--- src/rtl/pvp_pkg.sv ---
// Shared types, constants and helpers for the path velocity profile block.
package pvp_pkg;

  localparam int PVP_MAX_POINTS = 64;
  localparam int PVP_JOINTS     = 3;
  localparam int MAX_JOINTS     = 3;

  localparam int REG_W  = 31;
  localparam int CFG_AW = 3;
  localparam int DATA_W = 32;
  localparam int SQ_W   = 46;
  localparam int MAG_W  = 47;
  localparam int ACC_W  = 48;
  localparam int DIVN_W = 63;
  localparam int DIVD_W = 32;
  localparam int ROOT_W = 31;
  localparam int RAD_W  = 62;
  localparam int TIME_W = 32;
  localparam int IDX_W  = 6;
  localparam int IN_W   = 192;
  localparam int OUT_W  = 72;

  localparam logic [REG_W-1:0]        VMAX     = 31'h7FFF_FFFF;
  localparam logic [MAG_W-1:0]        WIDE_MAG = 47'h7FFF_FFFF_FFFF;
  localparam logic signed [ACC_W-1:0] WIDE     = 48'sh7FFF_FFFF_FFFF;
  localparam logic [SQ_W-1:0]         SQ_CAP   = 46'h3FFF_FFFF_FFFF;
  localparam logic [TIME_W-1:0]       TMAX     = 32'hFFFF_FFFF;

  localparam logic [REG_W-1:0] VEL_RST  = 31'd65536;
  localparam logic [REG_W-1:0] ACC_RST  = 31'd65536;
  localparam logic [REG_W-1:0] STEP_RST = 31'd1024;

  localparam logic [CFG_AW-1:0] REG_VEL_0 = 3'd0;
  localparam logic [CFG_AW-1:0] REG_VEL_1 = 3'd1;
  localparam logic [CFG_AW-1:0] REG_VEL_2 = 3'd2;
  localparam logic [CFG_AW-1:0] REG_ACC_0 = 3'd3;
  localparam logic [CFG_AW-1:0] REG_ACC_1 = 3'd4;
  localparam logic [CFG_AW-1:0] REG_ACC_2 = 3'd5;
  localparam logic [CFG_AW-1:0] REG_STEP  = 3'd6;

  typedef struct packed {
    logic            start;
    logic            acc_op;
    logic            upper;
    logic [SQ_W-1:0] sq;
  } lane_cmd_t;

  typedef struct packed {
    logic                    done;
    logic signed [ACC_W-1:0] value;
  } lane_res_t;

  typedef enum logic [2:0] {
    LN_IDLE, LN_READ, LN_TERM, LN_NUM, LN_DIV
  } lane_state_t;

  typedef enum logic [4:0] {
    ST_LOAD, ST_FWD_INIT, ST_REV_INIT, ST_SQ, ST_ACC, ST_ACCW, ST_CAP, ST_CAPW,
    ST_MUL, ST_INC, ST_ARG, ST_ROOT, ST_EMIT_INIT, ST_EMIT_RD, ST_EMIT_DAT,
    ST_EMIT_DIVW, ST_EMIT_OUT
  } pvp_state_t;

  function automatic logic [DATA_W-1:0] mag32(input logic [DATA_W-1:0] v);
    return v[DATA_W-1] ? (~v + 32'd1) : v;
  endfunction

endpackage

--- src/rtl/pvp_merge.sv ---
// Merges the lane results into one minimum or maximum.
module pvp_merge
  import pvp_pkg::*;
#(
  parameter int JOINTS = PVP_JOINTS
)
(
  input  logic      clk,
  input  logic      rst_n,
  input  logic      min_sel,
  input  lane_res_t res [JOINTS],
  output lane_res_t merged
);

  logic                    valid_r, valid_nxt;
  logic signed [ACC_W-1:0] best_r, best_nxt;

  always_comb begin
    logic [JOINTS-1:0]       dn;
    logic signed [ACC_W-1:0] cand;
    best_nxt = $signed(res[0].value);
    for (int j = 0; j < JOINTS; j++) begin
      dn[j] = res[j].done;
      cand  = $signed(res[j].value);
      if (min_sel ? (cand < best_nxt) : (cand > best_nxt)) begin
        best_nxt = cand;
      end
    end
    // All lanes run the same schedule, so they finish together.
    valid_nxt = &dn;
  end

  always_ff @(posedge clk) begin
    best_r <= best_nxt;
    if (!rst_n) begin
      valid_r <= 1'b0;
    end else begin
      valid_r <= valid_nxt;
    end
  end

  assign merged.done  = valid_r;
  assign merged.value = best_r;

endmodule

--- config.mk ---
export PLATFORM = sky130hd
export DESIGN_NAME = pvp_merge
export DESIGN_NICKNAME = d
export VERILOG_FILES = /design/src/rtl/pvp_pkg.sv /design/src/rtl/pvp_merge.sv
export SDC_FILE = /design/constraint.sdc
export NUM_CORES = 1
export LEC_CHECK = 0
export BUFFER_PORTS_ARGS = -buffer_cell sky130_fd_sc_hd__buf_2
export CAP_MARGIN = 40
export CORE_MARGIN = 4
export CORE_UTILIZATION = 49
export CTS_CLUSTER_SIZE = 40
export DETAILED_ROUTE_END_ITERATION = 6
export PLACE_DENSITY = 0.82
export SLEW_MARGIN = 25
export SYNTH_ARGS = -nofsm -noshare
export SYNTH_HDL_FRONTEND = slang
export SYNTH_SLANG_ARGS = --single-unit
--- constraint.sdc ---
create_clock -name clk -period 6.8 [get_ports clk]
set_clock_uncertainty 0.05 [all_clocks]
set_input_delay 0.34 -clock clk [delete_from_list [all_inputs] [get_ports clk]]
set_output_delay 0.34 -clock clk [all_outputs]
set_load 0.01 [all_outputs]
==> metrics.md <==
| Metric | Value |
|---|---|
| Status | complete, no violations |
| Vias in the first global route | 4506 |
| Die ar. | 11100 sq um |
| Gate Count Post-Synth | 516 |
| Fraction of layout cells with a size suffix above 1 | 0.303 |
| Longest Clk Path Bufs | 2 |
| Total global routing overflow | 0 |
| Global-route wire length before repair | ~21000 um |
| Clock sink count | a little under 50 |
| Via density | about 5.4 |
| IO Port Bufs | 198 |
| Post-CTS Resized | 0 |
| Max VDD drop | 0.000101 V |
| Cell count after placement | 817 |
| Max-cap viol count | 0 |
| Finished Layout Cells | 825 |
| Slew @ Worst Pin | 594 ps |
| CP startpoint kind | input port |
| Setup CP Type | input port to flip-flop |
| Max_slew headroom | 0.599 |
| Worst Hold Class | input port to flip-flop |
| Yosys cell types | 55 |
| Sequential fraction of the synthesis area | 0.212 |
| Vias | 4421 |
| Largest net degree at the start of global routing | 36 |
| I/O pin cnt | 199 |
| Starting Density | 0.503 |
| Fin crit share | 0.910 |
| Hold_buf cts | 0 |
| Comb pwr share | 0.505 |
| Power Dens Cells | 187 nW/um^2 |
| Fin crit period | around 6200 ps |
| Mean Syn Cell Area | 8.96 sq um |
| Die width | about 110 um |
| Syn_nets | about 760 |
| EDFF count, synth | 0 |
| Hold Path Depth | 3 |
| Sw frac | 0.376 |
| CTS Buf Count | 5 |
| Core Region | 9200 sq um |
| N_diodes | 0 |
| WL/cell | 15.7 um |
| Synth Flop Type | dfxtp_1 |
| Critical-path top delay cell | or4b_2 |
| Htree depth | 2 |
| #FFs+latches synth | 49 |
| Arrival @ worst endpoint | 6360 ps |
| Reg power frac | 0.335 |
| CTS root buf | clkbuf_8 |
| Max Fclk | 162 MHz |
| DRC | 0 |
| Internal power | 0.678 mW |
| Hold_sp | res[25] |
| Routability congestion estimate | 0.928 |
| Hold EP | best_r[25] |
| HPWL Detailed | 11200 um |
| Initial drt markers | 92 |
| Leakage Power | 3.53 nW |
| CTS tree | built |
| Slew Viols, Final | 0 |
| Area Overhead vs Synth | 25.5% |
| Max Fanout on Critical Path | 35 |
| Endpoints failing setup | 0 |
| Pre-antenna DRT Iters | 4 |
| Final ANT Viol Nets | 0 |
| Total power draw | 1.09 mW |
| Mapped cell area | roughly 4600 sq um |
| Initial antenna violation count | 0 |
| Post-CTS Setup Bufs | 0 |
| Cell Rows | 35 |
| Die height | 105 um |
| RSZ-0062 raised after global routing | false |
| Post-synthesis async set-or-reset flop share | 0 |
| Final hold vios | 0 |
| Sw Pwr | slightly above 0.4 mW |
| Req. time, crit path | roughly 7000 ps |
| Max incr delay on CP | 590 ps |
| Drt total wl | 13000 um |
| Clock Power Share | 0.160 |
| Nets | 958 |
| Critical path capture point type | flip-flop |
| Warnings from Yosys | 0 |
| Clock transition at path regs | ~100 ps |
| Post-layout util | 0.631 |
| Total GRT Usage | 0.227 |
| Fin Setup TNS | 0 ps |
worst max path at each step:
stage	start	endpoint	cells past startpoint	slack, ps
finish	res[128]	best_r[2]	25	610
global route	res[145]	best_r[1]	25	110
CTS	res[128]	best_r[2]	25	560
detailed placement	res[128]	best_r[2]	25	260
global placement	res[79]	best_r[1]	24	390
floorplan	res[128]	best_r[0]	24	1220
logic make-up after synthesis:
family	synth area share
mux	0.207
compound gates	0.118
flops	0.212
xor+xnor	0.00189
fa+ha+maj	0.259
simple gates	0.103
buf+inv	0.0990
layer usage:
metal	GRT usage	up-vias	share of wire
li1	-	2221	-
met1	0.268	2011	0.41
met2	0.411	165	0.50
met3	0.0432	24	0.063
met4	0.0750	0	0.021
met5	0	-	0
placed cells by master, fill, tap and decap left out, drive strengths merged, types with 3 or more instances in the layout:
cell type,count
a21oi,26
nand2,10
nor3,6
inv,100
dfxtp,49
ha,95
clkbuf,8
nand3,10
nor2,13
and3,3
and4,6
buf,202
mux2i,93
nor2b,4
a21o,23
nand4,16
or2,3
o21ai,9
a211oi,3
nor4,3
layout make-up:
type / count / area [sq um]
multi-input cells: 355 / 3200
repair buffers: 202 / 1030
fillers: 819 / 3390
well taps: 111 / 139
clock buffers: 8 / 80.1
flip-flops and latches: 49 / 981
inverters: 100 / 375
worst max-delay path, delay by kind of cell:
kind	cells	cell delay (ps)
compound gates	10	2090
simple gates	5	1160
mux	3	1060
buf+inv	4	770
fa+ha+maj	2	590
xor+xnor	1	310
per-stage QoR:
| step | hold slack (ps) | cell area [sq um] | setup slack (ps) |
|---|---|---|---|
| after detailed placement | 545 | 5730 | 262 |
| final | 227 | 5810 | 612 |
| after CTS | 222 | 5810 | 555 |
| after global routing | 228 | 5810 | 111 |
| after floorplan | 418 | 4630 | 1220 |
| after global placement | 537 | 5730 | 394 |
flip-flops by register name, indices dropped and copies added, names as in the netlist:
name / cells
best_r: 48
valid_r: 1
cell usage after synthesis (all sizes together), types with 2 or more instances:
cell type | instances | area [sq um]
nor3 | 6 | 35.0
nand4 | 16 | 100
a21o | 23 | 173
a211oi | 3 | 22.5
buf | 11 | 78.8
a31oi | 2 | 12.5
and4 | 6 | 52.6
a21boi | 2 | 15.0
nor2 | 13 | 51.3
nand3 | 10 | 50.1
o21ai | 9 | 45.0
mux2 | 2 | 26.3
nand2 | 10 | 37.5
ha | 95 | 1190
inv | 100 | 375
nor2b | 4 | 25.0
a221oi | 2 | 17.5
nand3b | 2 | 15.0
mux2i | 93 | 931
nor4 | 3 | 33.8
dfxtp | 49 | 981
o221ai | 2 | 17.5
a21oi | 26 | 130
or2 | 3 | 18.8
a41oi | 2 | 17.5
and3 | 3 | 18.8
power groups by stage:
| stage | Sequential, mW | Combinational (mW) | Clock, mW |
|---|---|---|---|
| floorplan | 0.404 | 0.322 | 0 |
| global placement | 0.370 | 0.535 | 0 |
| detailed placement | 0.371 | 0.551 | 0 |
| CTS | 0.365 | 0.555 | 0.179 |
| global route | 0.370 | 0.609 | 0.192 |
| finish | 0.364 | 0.549 | 0.173 |
No activity file was read; power rests on OpenSTA's default activity.
