===== src/rtl/pvp_pkg.sv =====
// Shared types, constants and helpers for the path velocity profile block.
package pvp_pkg;

  localparam int PVP_MAX_POINTS = 64;
  localparam int PVP_JOINTS     = 3;
  localparam int MAX_JOINTS     = 3;

  localparam int REG_W  = 31;
  localparam int CFG_AW = 3;
  localparam int DATA_W = 32;
  localparam int SQ_W   = 46;
  localparam int MAG_W  = 47;
  localparam int ACC_W  = 48;
  localparam int DIVN_W = 63;
  localparam int DIVD_W = 32;
  localparam int ROOT_W = 31;
  localparam int RAD_W  = 62;
  localparam int TIME_W = 32;
  localparam int IDX_W  = 6;
  localparam int IN_W   = 192;
  localparam int OUT_W  = 72;

  localparam logic [REG_W-1:0]        VMAX     = 31'h7FFF_FFFF;
  localparam logic [MAG_W-1:0]        WIDE_MAG = 47'h7FFF_FFFF_FFFF;
  localparam logic signed [ACC_W-1:0] WIDE     = 48'sh7FFF_FFFF_FFFF;
  localparam logic [SQ_W-1:0]         SQ_CAP   = 46'h3FFF_FFFF_FFFF;
  localparam logic [TIME_W-1:0]       TMAX     = 32'hFFFF_FFFF;

  localparam logic [REG_W-1:0] VEL_RST  = 31'd65536;
  localparam logic [REG_W-1:0] ACC_RST  = 31'd65536;
  localparam logic [REG_W-1:0] STEP_RST = 31'd1024;

  localparam logic [CFG_AW-1:0] REG_VEL_0 = 3'd0;
  localparam logic [CFG_AW-1:0] REG_VEL_1 = 3'd1;
  localparam logic [CFG_AW-1:0] REG_VEL_2 = 3'd2;
  localparam logic [CFG_AW-1:0] REG_ACC_0 = 3'd3;
  localparam logic [CFG_AW-1:0] REG_ACC_1 = 3'd4;
  localparam logic [CFG_AW-1:0] REG_ACC_2 = 3'd5;
  localparam logic [CFG_AW-1:0] REG_STEP  = 3'd6;

  typedef struct packed {
    logic            start;
    logic            acc_op;
    logic            upper;
    logic [SQ_W-1:0] sq;
  } lane_cmd_t;

  typedef struct packed {
    logic                    done;
    logic signed [ACC_W-1:0] value;
  } lane_res_t;

  typedef enum logic [2:0] {
    LN_IDLE, LN_READ, LN_TERM, LN_NUM, LN_DIV
  } lane_state_t;

  typedef enum logic [4:0] {
    ST_LOAD, ST_FWD_INIT, ST_REV_INIT, ST_SQ, ST_ACC, ST_ACCW, ST_CAP, ST_CAPW,
    ST_MUL, ST_INC, ST_ARG, ST_ROOT, ST_EMIT_INIT, ST_EMIT_RD, ST_EMIT_DAT,
    ST_EMIT_DIVW, ST_EMIT_OUT
  } pvp_state_t;

  function automatic logic [DATA_W-1:0] mag32(input logic [DATA_W-1:0] v);
    return v[DATA_W-1] ? (~v + 32'd1) : v;
  endfunction

endpackage


===== src/rtl/pvp_sqrt.sv =====
// Digit-by-digit integer square root, one root bit per cycle.
module pvp_sqrt
  import pvp_pkg::*;
(
  input  logic              clk,
  input  logic              rst_n,
  input  logic              start,
  input  logic [RAD_W-1:0]  radicand,
  output logic              done,
  output logic [ROOT_W-1:0] root
);

  localparam int CNT_W = $clog2(ROOT_W + 1);
  localparam int REM_W = ROOT_W + 2;

  logic [RAD_W-1:0]  rad_r, rad_nxt;
  logic [REM_W-1:0]  rem_r, rem_nxt;
  logic [ROOT_W-1:0] root_r, root_nxt;
  logic [CNT_W-1:0]  cnt_r, cnt_nxt;
  logic              busy_r, busy_nxt;
  logic              done_r, done_nxt;

  always_comb begin
    logic [REM_W+1:0] rem2;
    logic [REM_W+1:0] trial;
    logic             bit_q;
    rad_nxt  = rad_r;
    rem_nxt  = rem_r;
    root_nxt = root_r;
    cnt_nxt  = cnt_r;
    busy_nxt = busy_r;
    done_nxt = 1'b0;
    rem2     = {rem_r, rad_r[RAD_W-1:RAD_W-2]};
    trial    = (REM_W+2)'({root_r, 2'b01});
    bit_q    = (rem2 >= trial);
    if (start) begin
      rad_nxt  = radicand;
      rem_nxt  = '0;
      root_nxt = '0;
      cnt_nxt  = CNT_W'(ROOT_W);
      busy_nxt = 1'b1;
    end else if (busy_r) begin
      rad_nxt  = {rad_r[RAD_W-3:0], 2'b00};
      rem_nxt  = bit_q ? REM_W'(rem2 - trial) : rem2[REM_W-1:0];
      root_nxt = {root_r[ROOT_W-2:0], bit_q};
      cnt_nxt  = cnt_r - 1'b1;
      if (cnt_r == CNT_W'(1)) begin
        busy_nxt = 1'b0;
        done_nxt = 1'b1;
      end
    end
  end

  always_ff @(posedge clk) begin
    rad_r  <= rad_nxt;
    rem_r  <= rem_nxt;
    root_r <= root_nxt;
    cnt_r  <= cnt_nxt;
    if (!rst_n) begin
      busy_r <= 1'b0;
      done_r <= 1'b0;
    end else begin
      busy_r <= busy_nxt;
      done_r <= done_nxt;
    end
  end

  assign done = done_r;
  assign root = root_r;

endmodule


===== config.mk =====
export PLATFORM = sky130hd
export DESIGN_NAME = pvp_sqrt
export DESIGN_NICKNAME = d
export VERILOG_FILES = /design/src/rtl/pvp_pkg.sv /design/src/rtl/pvp_sqrt.sv
export SDC_FILE = /design/constraint.sdc
export NUM_CORES = 1
export LEC_CHECK = 0
export ABC_AREA = 1
export BUFFER_PORTS_ARGS = -buffer_cell sky130_fd_sc_hd__clkbuf_2
export CORE_MARGIN = 2
export CORE_UTILIZATION = 58
export DETAILED_ROUTE_END_ITERATION = 8
export HOLD_SLACK_MARGIN = 0.08
export PLACE_DENSITY = 0.77
export SLEW_MARGIN = 20
export SYNTH_ARGS = -nofsm -noshare
export SYNTH_HDL_FRONTEND = slang
export SYNTH_SLANG_ARGS = --single-unit

===== constraint.sdc =====
create_clock -name clk -period 4.46 [get_ports clk]
set_clock_uncertainty 0.1 [all_clocks]
set_input_delay 1.338 -clock clk [delete_from_list [all_inputs] [get_ports clk]]
set_output_delay 1.338 -clock clk [all_outputs]
set_load 0.01 [all_outputs]

==> impl_metrics.toml <==
[setup_path]
ff2ff_path_depth = 14
critPathMaxStageDelay_ns = 0.41
crit_fanout = 34
startpoint_type = "flip-flop"
critPathLaunch = "root[24]"
timing.rr.end = "rem_r[26]"
critical_path_class = "flip-flop to flip-flop"
cp_slowest_cell = "nor2_8"
endpoint_kind = "flip-flop"
critPathArrivalTime_ns = 3.06
cp.depth = 14
path_delay_family = "simple AND/OR/NAND/NOR gates"
cp_cell_sequence = "inv_1 > ha_1 > nand2_1 > inv_1 > a21oi_1 > nand2_1 > nand2_2 > nand3_4 > nor2_8 > nand2_8 > nand2_2 > nand2_1 > nand2_1 > nand2_1"
crit_top_cell = "nand2_1"
critPathBufInv = 2
worstPathRequired_ns = 4.68
r2r_slack_ns = 1.61
critPathCapture = "rem_r[26]"
worstReg2RegStart = "root[24]"

[hold_path]
min_path_type = "flip-flop to flip-flop"
hold_depth = 2
worstHoldStart = "rem_r[31]"

[synthesis]
synthCells = 1164
synth_area_per_cell_um2 = 6.91
synthesis.area_um2 = 8040
yosys-top-cells-area = "nand2_1 25%, edfxtp_1 23%, dfxtp_1 18%"
yosysSeqAreaShare = 0.408
synth.ff_latch_count = 133
synth_nets = 1264
synth-async-reset-ratio = 0
synth_cell_types = 40
synth_edf_count = 62
synth-main-ff-cell = "dfxtp_1"
synth_area_leader_cell = "nand2_1"
synth_top_area_frac = 0.254
yosys_warnings = 0

[timing]
finalCriticalPeriod_ns = 2.85
fmax_mhz = 351
min_period_over_period = 0.638
max-slew-margin-rel = 0.283
tns_ns = 0
setup_ws_ns = 1.61
hold_viol = 0
tightest_slew_ns = 1.07
slew_violations = 0
setup_viol = 0
rsz0062_at_grt = "false"

[clock_network]
cts_setup_buffers = 0
clk_latency_ns = 0.43
postCtsResizedCells = 0
cts_tree = "yes"
cts-root-buf = "clkbuf_16"
ctsHoldBuffers = 0
htreeDepth = 4
clk_pin_slew_ns = 0.06
cts.sinks = 133
cts_buffer_depth = 2
cts_buffers = 17

[power_and_ir_drop]
power_mw = 7.08
p_leak_nw = 4.95
ir_drop_mv = 0.426
p_per_area_nw_per_um2 = 769

[drt]
post_drt_wl_per_cell_um = 13.3
wirelength_um = 19200
drcViolationCount = 0
postRouteAntennaNets = 0
drt_iter0_drc = 428
vias = 7328
first_pass_iters = 5
via_per_inst = 5.08

[final_layout]
synthToLayoutAreaGrowth_pct = 14.5
antenna_cells = 0
finalNetCount = 1350
drive_above_1_share = 0.135

[placed_design]
pre_cts_ws_ns = 1.50
gp_congestion = 0.935
portBuffers = 96
hpwlAfterDp_um = 13700

[outcome]
status = "completed"

[flow_run]
cap_viol_max_count = 0

[grt]
grt_pass1_vias = 6941
grt_pass1_wl_um = 31800
grt_usage = 0.270
grt_antenna_before_repair = 1
grt_max_degree = 65
grt_overflow = 0

[die]
die_y_um = 122
die-area_um2 = 14800
placementRows = 43
die_w_um = 122
core_um2 = 13700
start_util = 0.586
io_pins = 97
-- state kept, by name (all words and copies together) (netlist names) --
register / cells
busy_r: 1
done: 1
rad_r: 62
rem_r: 33
root: 31
cnt_r: 5
-- through the flow --
stage | cell area, µm² | hold slack (ns) | instances | utilization
finish | 9200 | 0.352 | 1442 | 0.671
global route | 9200 | 0.384 | 1442 | 0.671
CTS | 9200 | 0.356 | 1442 | 0.671
detailed placement | 8650 | 0.343 | 1411 | 0.630
global placement | 8650 | 0.339 | 1411 | 0.630
floorplan | 8040 | 0.326 | 1164 | -
-- layer usage --
| metal | wire length (µm) | vias to the layer above | share of wire | global-route usage |
|---|---|---|---|---|
| met4 | 479 | 2 | 0.025 | 0.103 |
| met3 | 992 | 37 | 0.052 | 0.0674 |
| li1 | - | 3820 | - | - |
| met2 | 9030 | 189 | 0.47 | 0.450 |
| met5 | 46 | - | 0.0024 | 0 |
| met1 | 8670 | 3280 | 0.45 | 0.339 |
-- worst min-delay path by stage --
stage	to
5_1_grt	rem_r[5]
2_1_floorplan	rem_r[31]
4_1_cts	rem_r[31]
3_3_place_gp	rem_r[31]
3_5_place_dp	rem_r[31]
6_report	rem_r[31]
-- synth_stat cells, types with 2 or more instances --
library cell and instances:
nand3b_1 22, edfxtp_1 62, xor2_1 7, ha_1 35, buf_1 8, nand4_1 5
nor2_4 3, and2_1 2, a21oi_1 22, nand2_1 543, xnor2_1 8, nor2_1 54
nand3_1 66, clkbuf_1 17, nor2_2 8, inv_1 152, o21bai_1 2, o21ai_0 7
buf_4 2, inv_2 7, o22ai_1 30, nand2_2 10, dfxtp_1 71, buf_2 5
-- worst min-delay path: stages (launching register included) --
cell     delay, ns
dfxtp_1       0.31
nand2_1       0.06
nand2_1       0.04
-- cell usage in the layout (no fill, tap or decap), types with 2 or more instances in the layout --
cell,instances
a21oi_1,22
nand3b_1,22
nand2_2,10
o21ai_0,7
clkbuf_2,96
nand3_1,66
buf_4,3
inv_2,7
clkinvlp_4,3
clkinv_2,4
nand4_1,5
nand2_1,543
nor2_1,52
xor2_1,7
nor2_4,3
edfxtp_1,62
inv_6,3
nor2_2,10
xnor2_1,8
inv_1,151
ha_1,35
dfxtp_1,71
o22ai_1,30
clkbuf_16,17
and2_1,2
o21bai_1,2
clkinv_4,2
-- layout make-up --
class	count	area [µm²]
Clock buffer	17	425
Clock inverter	14	128
Timing Repair Buffer	100	523
Sequential cell	133	3280
Tap cell	180	225
Fill cell	1280	4520
Multi-Input combinational cell	839	4020
Inverter	159	598
-- where the power goes --
part	internal, mW	switching, mW
clock	0.767	0.561
sequential	1.45	0.0917
combinational	1.38	2.83
total	3.60	3.48
-- kinds of logic (layout without fill, tap and decap cells) --
family | Yosys count | in the layout | share of synthesized area
flip-flops | 133 | 133 | 0.408
buffers and inverters | 192 | 290 | 0.0923
XOR/XNOR | 15 | 15 | 0.0163
adder cells (fa/ha/maj) | 35 | 35 | 0.0545
AND/OR/NAND/NOR | 723 | 723 | 0.381
AO/OA/AOI/OAI | 66 | 66 | 0.0479
Note: power is estimated with default switching activity, not from simulation.
