### config.mk
export PLATFORM = sky130hd
export DESIGN_NAME = pvp_div
export DESIGN_NICKNAME = d
export VERILOG_FILES = /design/src/rtl/pvp_pkg.sv /design/src/rtl/pvp_div.sv
export SDC_FILE = /design/constraint.sdc
export NUM_CORES = 1
export LEC_CHECK = 0
export BUFFER_PORTS_ARGS = -buffer_cell sky130_fd_sc_hd__buf_2
export CAP_MARGIN = 20
export CORE_UTILIZATION = 51
export DETAILED_ROUTE_END_ITERATION = 8
export PLACE_DENSITY = 0.73
export RECOVER_POWER = 25
export SYNTH_ARGS = -nofsm -noshare
export SYNTH_HDL_FRONTEND = slang
export SYNTH_SLANG_ARGS = --single-unit
### constraint.sdc
create_clock -name clk -period 3.18 [get_ports clk]
set_input_delay 0.636 -clock clk [delete_from_list [all_inputs] [get_ports clk]]
set_output_delay 0.636 -clock clk [all_outputs]
set_load 0.01 [all_outputs]
### src/rtl/pvp_pkg.sv
// Shared types, constants and helpers for the path velocity profile block.
package pvp_pkg;

  localparam int PVP_MAX_POINTS = 64;
  localparam int PVP_JOINTS     = 3;
  localparam int MAX_JOINTS     = 3;

  localparam int REG_W  = 31;
  localparam int CFG_AW = 3;
  localparam int DATA_W = 32;
  localparam int SQ_W   = 46;
  localparam int MAG_W  = 47;
  localparam int ACC_W  = 48;
  localparam int DIVN_W = 63;
  localparam int DIVD_W = 32;
  localparam int ROOT_W = 31;
  localparam int RAD_W  = 62;
  localparam int TIME_W = 32;
  localparam int IDX_W  = 6;
  localparam int IN_W   = 192;
  localparam int OUT_W  = 72;

  localparam logic [REG_W-1:0]        VMAX     = 31'h7FFF_FFFF;
  localparam logic [MAG_W-1:0]        WIDE_MAG = 47'h7FFF_FFFF_FFFF;
  localparam logic signed [ACC_W-1:0] WIDE     = 48'sh7FFF_FFFF_FFFF;
  localparam logic [SQ_W-1:0]         SQ_CAP   = 46'h3FFF_FFFF_FFFF;
  localparam logic [TIME_W-1:0]       TMAX     = 32'hFFFF_FFFF;

  localparam logic [REG_W-1:0] VEL_RST  = 31'd65536;
  localparam logic [REG_W-1:0] ACC_RST  = 31'd65536;
  localparam logic [REG_W-1:0] STEP_RST = 31'd1024;

  localparam logic [CFG_AW-1:0] REG_VEL_0 = 3'd0;
  localparam logic [CFG_AW-1:0] REG_VEL_1 = 3'd1;
  localparam logic [CFG_AW-1:0] REG_VEL_2 = 3'd2;
  localparam logic [CFG_AW-1:0] REG_ACC_0 = 3'd3;
  localparam logic [CFG_AW-1:0] REG_ACC_1 = 3'd4;
  localparam logic [CFG_AW-1:0] REG_ACC_2 = 3'd5;
  localparam logic [CFG_AW-1:0] REG_STEP  = 3'd6;

  typedef struct packed {
    logic            start;
    logic            acc_op;
    logic            upper;
    logic [SQ_W-1:0] sq;
  } lane_cmd_t;

  typedef struct packed {
    logic                    done;
    logic signed [ACC_W-1:0] value;
  } lane_res_t;

  typedef enum logic [2:0] {
    LN_IDLE, LN_READ, LN_TERM, LN_NUM, LN_DIV
  } lane_state_t;

  typedef enum logic [4:0] {
    ST_LOAD, ST_FWD_INIT, ST_REV_INIT, ST_SQ, ST_ACC, ST_ACCW, ST_CAP, ST_CAPW,
    ST_MUL, ST_INC, ST_ARG, ST_ROOT, ST_EMIT_INIT, ST_EMIT_RD, ST_EMIT_DAT,
    ST_EMIT_DIVW, ST_EMIT_OUT
  } pvp_state_t;

  function automatic logic [DATA_W-1:0] mag32(input logic [DATA_W-1:0] v);
    return v[DATA_W-1] ? (~v + 32'd1) : v;
  endfunction

endpackage

### src/rtl/pvp_div.sv
// Restoring divider, one quotient bit per cycle.
module pvp_div
  import pvp_pkg::*;
(
  input  logic              clk,
  input  logic              rst_n,
  input  logic              start,
  input  logic [DIVN_W-1:0] dividend,
  input  logic [DIVD_W-1:0] divisor,
  output logic              done,
  output logic [DIVN_W-1:0] quotient
);

  localparam int CNT_W = $clog2(DIVN_W + 1);

  logic [DIVN_W-1:0] quo_r, quo_nxt;
  logic [DIVD_W-1:0] den_r, den_nxt;
  logic [DIVD_W-1:0] rem_r, rem_nxt;
  logic [CNT_W-1:0]  cnt_r, cnt_nxt;
  logic              busy_r, busy_nxt;
  logic              done_r, done_nxt;

  always_comb begin
    logic [DIVD_W:0] trial;
    logic            bit_q;
    quo_nxt  = quo_r;
    den_nxt  = den_r;
    rem_nxt  = rem_r;
    cnt_nxt  = cnt_r;
    busy_nxt = busy_r;
    done_nxt = 1'b0;
    trial    = {rem_r, quo_r[DIVN_W-1]};
    bit_q    = (trial >= {1'b0, den_r});
    if (start) begin
      quo_nxt  = dividend;
      den_nxt  = divisor;
      rem_nxt  = '0;
      cnt_nxt  = CNT_W'(DIVN_W);
      busy_nxt = 1'b1;
    end else if (busy_r) begin
      quo_nxt = {quo_r[DIVN_W-2:0], bit_q};
      rem_nxt = bit_q ? DIVD_W'(trial - {1'b0, den_r}) : trial[DIVD_W-1:0];
      cnt_nxt = cnt_r - 1'b1;
      if (cnt_r == CNT_W'(1)) begin
        busy_nxt = 1'b0;
        done_nxt = 1'b1;
      end
    end
  end

  always_ff @(posedge clk) begin
    quo_r <= quo_nxt;
    den_r <= den_nxt;
    rem_r <= rem_nxt;
    cnt_r <= cnt_nxt;
    if (!rst_n) begin
      busy_r <= 1'b0;
      done_r <= 1'b0;
    end else begin
      busy_r <= busy_nxt;
      done_r <= done_nxt;
    end
  end

  assign done     = done_r;
  assign quotient = quo_r;

endmodule

==> results.cfg <==
[setup_path]
cp-start-kind = flip-flop
crit_slowest_cell = a2111o_1
cp_cell_sequence = inv_1 > ha_1 > a21oi_2 > o221ai_2 > a2111oi_2 > o211ai_1 > a2111o_1 > buf_12 > mux2_1 > a22o_1
worstSetupPathType = flip-flop to flip-flop
path_max_fanout = 26
crit_path_end_kind = flip-flop
cp.arrival_ps = 3340
worstPathRequired_ps = 3490
slowest_delay_ps = 440

[logic_synthesis]
synth_area_mm2 = 0.00717
ys_warn_count = 0
syn_inst = 631
avgSynthCellArea_um2 = 11.4
ys.flop_type = edfxtp_1
synth_edf_count = 95
yosysSeqAreaShare = 0.509
ys_ff_latch = 135
synthArstFlopShare = 0
syn_nets = 764
yosysUniqueCellTypes = 58

[clock_network]
clock-root-buffer = clkbuf_16
cts_hold_buf = 0
cts_resized = 0
cts_buffer_depth = 2
postCtsSetupBuffers = 0
cts_tree = done
clkTransAtPathRegs_ps = 60
cts_inserted_buffers = 17
htree_levels = 4
insertion_delay_ps = 430
cts.sink_count = 135

[sta]
min_period_ps = 3030
timing.hold.ws_ps = 383
relSlewSlack = 0.507
tightestPinTransition_ps = 740
skew_ps = 9.56
timing.fmax_mhz = 330
setup_viol = 0
tns_ps = 0
final_hold_viol_count = 0
fin_crit_sh = 0.954
finalMaxSlewViolations = 0
rsz0062_at_grt = no

[floorplan]
die_x_um = 121
design.core.area_mm2 = 0.0135
io_pins = 162
die-area_mm2 = 0.0145
initial_utilization = 0.533
rows = 42
die_h_um = 121

[pwr]
seqPwrFrac = 0.416
p_sw_mw = 1.42
p_int_mw = 3.76
clockPowerShare = 0.387
ir_drop_v = 0.000455
power_leakage_nw = 3.71
powerDensity_mw_per_mm2 = 595
swShare = 0.274
power_frac_comb = 0.197

[placed_design]
hpwl_um = 11500
port_buffers = 161
gp_congestion = 0.876

[route]
routedWlPerCell_um = 16.6
drtAntennaViolNets = 0
drc = 0
via_per_inst = 5.46
drtPass1Iterations = 4
finalWirelength_um = 16200
dr_total_vias = 5333
drt_iter0_markers = 390

[final_layout]
num-nets-final = 921
antenna_cells = 0
drive_gt1_frac = 0.333
nFillCells = 1039
syn_to_final_growth_pct = 21.5

[global_routing]
grt_pass1_wl_um = 26100
antenna_found_initial = 0
overflow = 0
first_global_vias = 5348
track_usage = 0.231
grt_max_degree = 60

[run_status]
outcome = complete, no violations

[run]
cap_violations = 0

[hold_path]
min_path_type = primary input to flip-flop
-- Yosys cell counts, types with 2 or more instances --
cell	number	area (µm²)
mux2_1	2	22.5
o211ai_1	3	22.5
a211oi_1	23	173
ha_1	34	425
o21bai_1	2	15.0
nand3b_1	2	15.0
a21oi_1	41	205
nand4_1	5	31.3
o22ai_1	2	12.5
edfxtp_1	95	2850
and3_1	5	31.3
o21ai_0	26	130
o21ai_1	3	15.0
xnor2_1	22	193
o21a_1	4	30.0
dfxtp_1	40	801
a221o_1	2	20.0
nor3_1	4	20.0
mux2i_1	18	180
a31oi_1	4	25.0
a21oi_2	3	26.3
nand3_1	9	45.0
nor4_1	2	12.5
buf_6	6	67.6
a22o_1	3	26.3
nand2_1	37	139
clkbuf_1	21	78.8
a21o_1	7	52.6
inv_1	43	161
nand2b_1	13	81.3
nor2_1	47	176
nor2b_1	6	37.5
xor2_1	10	87.6
mux2_2	63	709
-- worst max-delay path: cells and delay by family (launching register included) --
family | cells | cell delay [ps]
buffers and inverters | 2 | 230
flip-flops | 1 | 320
adder cells (fa/ha/maj) | 1 | 390
multiplexers | 1 | 320
AO/OA/AOI/OAI | 6 | 1650
-- logic make-up (layout without fill, tap and decap cells) --
group | after synthesis | count (layout) | synth area share
xor gates and xnor gates | 32 | 32 | 0.0391
muxes | 83 | 83 | 0.127
buffers and inverters | 73 | 243 | 0.0452
DFF | 135 | 135 | 0.509
and+or+nand+nor | 134 | 134 | 0.0862
adders and majority gates | 35 | 35 | 0.0621
AOI/OAI and AO/OA | 139 | 139 | 0.131
-- flip-flops by register name, indices dropped and copies added (netlist names) --
name,flops
rem_r,32
cnt_r,6
busy_r,1
quotient,63
den_r,32
done,1
-- through the flow --
step	setup slack, ps	power, mW	cells	cell area [µm²]	utilization
2_1_floorplan	312	2.90	631	7170	-
3_3_place_gp	289	3.17	945	8120	0.603
3_5_place_dp	196	3.20	945	8120	0.603
4_1_cts	164	5.22	977	8720	0.648
5_1_grt	4.30	5.40	977	8720	0.648
6_report	147	5.18	977	8720	0.648
-- final cells by class --
class                           count  area, µm²  area share
Sequential cell                   135       3650       0.419
Multi-Input combinational cell    423       3200       0.367
Timing Repair Buffer              168        882       0.101
Clock buffer                       18        429      0.0492
Tap cell                          176        220      0.0253
Clock inverter                     14        174      0.0200
Inverter                           43        161      0.0185
-- power by group through the flow --
stage / sequential, mW / combinational [mW] / clock [mW]
2_1_floorplan: 2.22 / 0.684 / 0
3_3_place_gp: 2.19 / 0.982 / 0
3_5_place_dp: 2.19 / 1.01 / 0
4_1_cts: 2.16 / 1.02 / 2.04
5_1_grt: 2.18 / 1.12 / 2.10
6_report: 2.16 / 1.02 / 2.01
-- metal layers --
layer / share of wire / GRT usage / wire length [µm] / vias to the layer above
li1: - / - / - / 2628
met1: 0.45 / 0.294 / 7210 / 2525
met2: 0.48 / 0.378 / 7790 / 154
met3: 0.057 / 0.0675 / 922 / 26
met4: 0.016 / 0.0718 / 265 / 0
met5: 0 / 0 / 0 / -
-- cells in the final DEF (no fill, tap or decap), drive strengths merged, types with 3 or more instances in the layout --
master | Yosys | final
ha | 34 | 34
and3 | 5 | 5
nand3 | 9 | 9
nor2b | 6 | 6
xnor2 | 22 | 22
bufinv | 0 | 3
edfxtp | 95 | 95
a22o | 3 | 3
nor3 | 4 | 4
o211ai | 3 | 3
clkbuf | 21 | 21
xor2 | 10 | 10
a21o | 7 | 7
a21oi | 45 | 45
o21a | 4 | 4
mux2i | 18 | 18
dfxtp | 40 | 40
inv | 43 | 46
nand2b | 13 | 13
nand2 | 37 | 37
clkinv | 0 | 6
buf | 9 | 165
a211oi | 23 | 23
o21ai | 29 | 29
nor2 | 47 | 47
nand4 | 5 | 5
mux2 | 65 | 65
a31oi | 4 | 4
-- final timing paths --
path | from | end | slack, ps | depth (start not counted)
worst max-delay path | den_r[16] | rem_r[23] | 150 | 10
worst max register to register | den_r[16] | rem_r[23] | 150 | 10
worst min register to register | rem_r[14] | rem_r[14] | 500 | 2
worst min-delay path | divisor[6] | den_r[6] | 380 | 1
Power figures use the tool's default switching activity.
